<file path="config.mk">
export PLATFORM = sky130hd
export DESIGN_NAME = cwf_regs
export DESIGN_NICKNAME = d
export VERILOG_FILES = /design/src/rtl/cwf_pkg.sv /design/src/rtl/cwf_regs.sv
export SDC_FILE = /design/constraint.sdc
export NUM_CORES = 1
export LEC_CHECK = 0
export ABC_AREA = 0
export BUFFER_PORTS_ARGS = -buffer_cell sky130_fd_sc_hd__buf_4
export CORE_MARGIN = 5
export CORE_UTILIZATION = 45
export DETAILED_ROUTE_END_ITERATION = 8
export GPL_TIMING_DRIVEN = 1
export PLACE_DENSITY_LB_ADDON = 0.3
export SLEW_MARGIN = 5
export SYNTH_ARGS = -nofsm -noshare
export SYNTH_HDL_FRONTEND = slang
export SYNTH_SLANG_ARGS = --single-unit
</file>
<file path="constraint.sdc">
create_clock -name clk -period 2.2 [get_ports clk]
set_clock_uncertainty 0.05 [all_clocks]
set_input_delay 0.44 -clock clk [delete_from_list [all_inputs] [get_ports clk]]
set_output_delay 0.44 -clock clk [all_outputs]
set_load 0.02 [all_outputs]
</file>
<file path="src/rtl/cwf_pkg.sv">
// ----------------------------------------------------------------------------
// cwf_pkg
// shared types, register codes and arithmetic steps of the cone wind field
// ----------------------------------------------------------------------------
package cwf_pkg;

    localparam int COORD_W     = 32;
    localparam int FRAC_BITS   = 16;
    localparam int AXIS_W      = 16;
    localparam int AXIS_FRAC   = 14;
    localparam int SQRT_STEPS  = 32;
    localparam int FRAC_STEPS  = FRAC_BITS;
    localparam int QUO_STEPS   = 32;

    // stage positions along the valid chain
    localparam int ST_DIFF     = 0;
    localparam int ST_SQUARE   = 1;
    localparam int ST_SUM      = 2;
    localparam int ST_LEN      = ST_SUM + SQRT_STEPS + 1;
    localparam int ST_COS      = ST_LEN + FRAC_STEPS + 1;
    localparam int ST_SCALE    = ST_COS + FRAC_STEPS + 1;
    localparam int ST_SPEED    = ST_SCALE + 1;
    localparam int ST_COMP     = ST_SPEED + 1;
    localparam int ST_OUT      = ST_COMP + QUO_STEPS + 1;
    localparam int LATENCY     = ST_OUT + 1;

    localparam logic [16:0] FX_ONE  = 17'd65536;
    localparam logic [16:0] FX_HALF = 17'd32768;

    typedef enum logic [2:0] {
        REG_APEX_X    = 3'd0,
        REG_APEX_Y    = 3'd1,
        REG_APEX_Z    = 3'd2,
        REG_AXIS      = 3'd3,
        REG_COS_HALF  = 3'd4,
        REG_REACH     = 3'd5,
        REG_STRENGTH  = 3'd6
    } cwf_reg_e;

    typedef struct packed {
        logic signed [31:0] apex_x;
        logic signed [31:0] apex_y;
        logic signed [31:0] apex_z;
        logic [47:0]        axis_packed;
        logic signed [16:0] cos_half_angle;
        logic [30:0]        reach;
        logic [30:0]        strength;
    } cwf_cfg_t;

    typedef struct packed {
        logic signed [31:0] pos_x;
        logic signed [31:0] pos_y;
        logic signed [31:0] pos_z;
    } cwf_point_t;

    typedef struct packed {
        logic signed [31:0] wind_x;
        logic signed [31:0] wind_y;
        logic signed [31:0] wind_z;
        logic               in_cone;
    } cwf_wind_t;

    // what travels along with every item
    typedef struct packed {
        logic [2:0]        neg;
        logic [2:0][30:0]  u;
        logic              kill;
    } cwf_side_t;

    typedef struct packed {
        cwf_side_t          side;
        logic signed [49:0] dot;
        logic [63:0]        x;
        logic [33:0]        rem;
        logic [31:0]        root;
        logic               zero;
    } cwf_sq_t;

    typedef struct packed {
        cwf_side_t          side;
        logic [31:0]        len;
        logic               cpos;
        logic               cfull;
        logic [45:0]        cden;
        logic [46:0]        crem;
        logic [15:0]        cq;
        logic [31:0]        srem;
        logic [15:0]        sq;
    } cwf_dv1_t;

    typedef struct packed {
        cwf_side_t          side;
        logic [31:0]        len;
        logic [15:0]        sd;
        logic               full;
        logic [17:0]        den;
        logic [18:0]        rem;
        logic [15:0]        q;
    } cwf_dv2_t;

    typedef struct packed {
        cwf_side_t          side;
        logic [31:0]        len;
        logic [16:0]        sa;
        logic [46:0]        mul;
    } cwf_scale_t;

    typedef struct packed {
        cwf_side_t          side;
        logic [31:0]        len;
        logic [31:0]        speed;
    } cwf_speed_t;

    typedef struct packed {
        logic [2:0]        neg;
        logic              kill;
        logic [31:0]       len;
        logic [2:0][31:0]  rem;
        logic [2:0][31:0]  x;
        logic [2:0][31:0]  q;
    } cwf_dv3_t;

    // one digit pair of the square root
    function automatic cwf_sq_t sqrt_step(input cwf_sq_t s);
        cwf_sq_t     n;
        logic [35:0] rn;
        logic [35:0] t;
        logic [35:0] diff;
        n    = s;
        rn   = {s.rem, s.x[63:62]};
        t    = {2'b00, s.root, 2'b01};
        diff = rn - t;
        n.x  = {s.x[61:0], 2'b00};
        if (rn >= t)
        begin
            n.rem  = diff[33:0];
            n.root = {s.root[30:0], 1'b1};
        end
        else
        begin
            n.rem  = rn[33:0];
            n.root = {s.root[30:0], 1'b0};
        end
        return n;
    endfunction

endpackage

</file>
<file path="src/rtl/cwf_regs.sv">
// ----------------------------------------------------------------------------
// cwf_regs
// configuration register file behind the apb port
// ----------------------------------------------------------------------------
module cwf_regs import cwf_pkg::*;
(
    input  logic        clk,
    input  logic        rst_n,
    input  logic        psel,
    input  logic        penable,
    input  logic        pwrite,
    input  logic [5:0]  paddr,
    input  logic [63:0] pwdata,
    output logic [63:0] prdata,
    output logic        pready,
    output cwf_cfg_t    cfg
);

    cwf_cfg_t cfg_reg;
    cwf_reg_e sel;
    logic     wr_en;

    assign pready = 1'b1;
    assign sel    = cwf_reg_e'(paddr[5:3]);
    assign wr_en  = psel & penable & pwrite & pready;
    assign cfg    = cfg_reg;

    always_ff @(posedge clk or negedge rst_n)
    begin
        if (!rst_n)
        begin
            cfg_reg.apex_x         <= '0;
            cfg_reg.apex_y         <= '0;
            cfg_reg.apex_z         <= '0;
            cfg_reg.axis_packed    <= 48'd16384;
            cfg_reg.cos_half_angle <= 17'sd46341;
            cfg_reg.reach          <= 31'd65536;
            cfg_reg.strength       <= 31'd65536;
        end
        else if (wr_en)
        begin
            case (sel)
                REG_APEX_X:   cfg_reg.apex_x         <= pwdata[31:0];
                REG_APEX_Y:   cfg_reg.apex_y         <= pwdata[31:0];
                REG_APEX_Z:   cfg_reg.apex_z         <= pwdata[31:0];
                REG_AXIS:     cfg_reg.axis_packed    <= pwdata[47:0];
                REG_COS_HALF: cfg_reg.cos_half_angle <= pwdata[16:0];
                REG_REACH:    cfg_reg.reach          <= pwdata[30:0];
                REG_STRENGTH: cfg_reg.strength       <= pwdata[30:0];
                default:      ;
            endcase
        end
    end

    always_comb
    begin
        case (sel)
            REG_APEX_X:   prdata = {32'd0, cfg_reg.apex_x};
            REG_APEX_Y:   prdata = {32'd0, cfg_reg.apex_y};
            REG_APEX_Z:   prdata = {32'd0, cfg_reg.apex_z};
            REG_AXIS:     prdata = {16'd0, cfg_reg.axis_packed};
            REG_COS_HALF: prdata = {47'd0, cfg_reg.cos_half_angle};
            REG_REACH:    prdata = {33'd0, cfg_reg.reach};
            REG_STRENGTH: prdata = {33'd0, cfg_reg.strength};
            default:      prdata = '0;
        endcase
    end

endmodule

</file>
==> out/qor.txt <==
DR WL met3: 3.00 mm
max reg flops: 223
Total Power: 14.0 mW
area of the multi-input gates: 0.00457 mm²
RSZ-0062 raised after global routing: yes
fraction of layout cells with a size suffix above 1: 0.635
Worst setup SP type: flip-flop
worst-path cell chain: and2_1, a32o_2, a221o_1, buf_6
RD Place Congestion: 0.845
CTS clk-pin slew, worst paths: 0.06 ns
Layout Nets: 1178
reg-to-reg startpoint: cfg[28]
CP arrival: 1.72 ns
CP required: 1.71 ns
Synth Cell Area: 0.0103 mm²
CTS H-tree lvls: 1
DR top layer: met4
Inst Count DP: 1343
launch point of the worst path: cfg[28]
largest net degree at the start of global routing: 55
Crit Path Max Fanout: 2
detail-routed via count per cell: 5.53
fillers: 1740
DR WL met2: 16.1 mm
sequential area share after synthesis: 0.543
most frequent cells in the layout: buf_4, mux2_2, dfrtp_1
Remaining DRCs: 0
Placed Area: 0.0135 mm²
first-pass GRT wire length: 49.0 mm
Lkg Pwr: 7.08 nW
final setup vio count: 1
ys flop type: dfrtp_1
CP endpoint kind: output port
worst path bufs/invs: 1
Ports: 363
post-synthesis to final-layout area growth: 41.5%
min-delay src: pwdata[44]
slowest stage delay, CP: 0.38 ns
Num CTS Buffers: 24
CTS tree: built
Hold Path Sink: cfg[123]
Place WS: -0.129 ns
post-route design area: 0.0146 mm²
Synth Register Bits: 223
Post-synth ARST share: 1.00
CTS root buffer: clkbuf_16
Worst-Skew Late Latency: 0.50 ns
Final HPWL DP: 23.1 mm
Final Cycle Share: 1.00
Initial Util: 0.456
Setup CP Type: flip-flop to output port
Largest delay share family, worst path: compound AO/OA/AOI/OAI gates
Crit. path cell count: 4
hold path depth: 2
final wirelength: 32.6 mm
Die ar.: 0.0260 mm²
row count: 55
slowest library cell on the worst path: dfrtp_1
Post-Route M1 WL: 13.0 mm
antenna viol nets, final: 0
Synth cell types: 39
EDFF count, synth: 0
Tot GR Track Use: 0.240
VDD IR max: 0.606 mV
Reg area: 0.00559 mm²
final hold vios: 0
first-pass detailed-route iteration total: 5
reg-to-reg slack, setup: 1.15 ns
Hold WC Path Type: input pin to flip-flop
failing checks: negative setup slack
setup ws final: -0.00591 ns
Max-Cap Viols: 0
Worst R2R End: cfg[28]
PD cells: 959 mW/mm²
wire length per cell: 23.2 µm
yosys warns: 0
final std cells w/o fill: 1404
status: complete, but fails checks
Max Clock Freq: 0.453 GHz
gr ovfl total: 0
vias in the first global route: 8274
CTS sink cnt: 223
Worst Reg-to-Reg Cells: 3
max-slew violations: 0
Die Y: 161 µm
Post-Synthesis Cells: 730
drt initial violations: 342
Tmin final: 2.21 ns
n_diodes: 0
Avg Synthesized Cell Area: 14.1 µm²
initial antenna violation count: 0
via count: 7758
Clock Tree Buf Depth: 3
Tightest Pin Transition: 0.585 ns
I/O Buffers: 326
Rel. slew slack: 0.609
Die Span X: 161 µm
most common library cell in the layout ignoring fill and taps: buf_4
core area: 0.0226 mm²
## worst register-to-register path: stages (launching register included)
cell and delay (ns):
dfrtp_1 0.38, buf_4 0.13, buf_4 0.13, mux2_2 0.25
## synth_stat cells, drive strengths merged (4+ instances only)
cell type	count	area share
mux2	240	0.26
dfrtp	213	0.52
buf	51	0.033
mux2i	43	0.042
a221oi	20	0.017
a32oi	19	0.016
and2	19	0.012
clkbuf	17	0.0062
o211ai	16	0.012
nand2	14	0.0051
a211o	11	0.0094
a21boi	11	0.0080
dfstp	10	0.026
nor2b	6	0.0036
a21oi	5	0.0024
and3b	5	0.0043
nor2	5	0.0028
a22oi	4	0.0029
nor3	4	0.0040
## per-layer routing
metal	GRT usage	vias up
met4	0.0454	0
met5	0	-
li1	-	3429
met3	0.0735	35
met2	0.418	322
met1	0.298	3972
## worst max path at each step
stage / to / slack (ns)
finish: prdata[28] / -0.006
global route: prdata[28] / -0.05
CTS: prdata[28] / -0.01
detailed placement: prdata[14] / -0.13
global placement: prdata[0] / -0.11
floorplan: prdata[23] / -0.06
## power by group
part	switching (mW)	leakage, nW	total (mW)	internal, mW
clock	1.58	0.366	3.79	2.21
combinational	2.36	3.88	4.55	2.19
sequential	0.685	2.83	5.62	4.94
## cell families (layout without fill, tap and decap cells)
kind of cell,count (synthesis),after routing,share of synthesized area
flops,223,223,0.543
buf+inv,70,443,0.0402
other cells,2,17,0.000730
simple gates,59,60,0.0370
mux,284,284,0.307
compound gates,92,92,0.0720
## layout make-up
cell class / count / area share
flip-flops and latches: 223 / 0.384
multi-input cells: 453 / 0.314
repair buffers: 399 / 0.227
clock buffers: 37 / 0.0488
well taps: 285 / 0.0245
clock inverters: 5 / 0.00172
inverters: 2 / 0.000601
## per-stage QoR
step / util / setup TNS, ns / hold slack, ns
2_1_floorplan: - / -0.369 / 0.0944
3_3_place_gp: 0.597 / -1.72 / 0.349
3_5_place_dp: 0.597 / -2.49 / 0.347
4_1_cts: 0.635 / -0.0355 / 0.100
5_1_grt: 0.645 / -0.182 / 0.101
6_report: 0.645 / -0.00591 / 0.119
## repair_timing
| action | 4_1_cts | 5_1_grt |
|---|---|---|
| gates resized for setup | 17 | 26 |
| endpoints found under the hold margin | 46 | 0 |
| buffers inserted | 4 | 13 |
| pin swaps | 6 | 4 |
| cloned | 1 | 0 |
| hold buffers | 1 | 0 |
| setup endpoints to repair | 28 | 36 |
No activity file was read; power rests on OpenSTA's default activity.
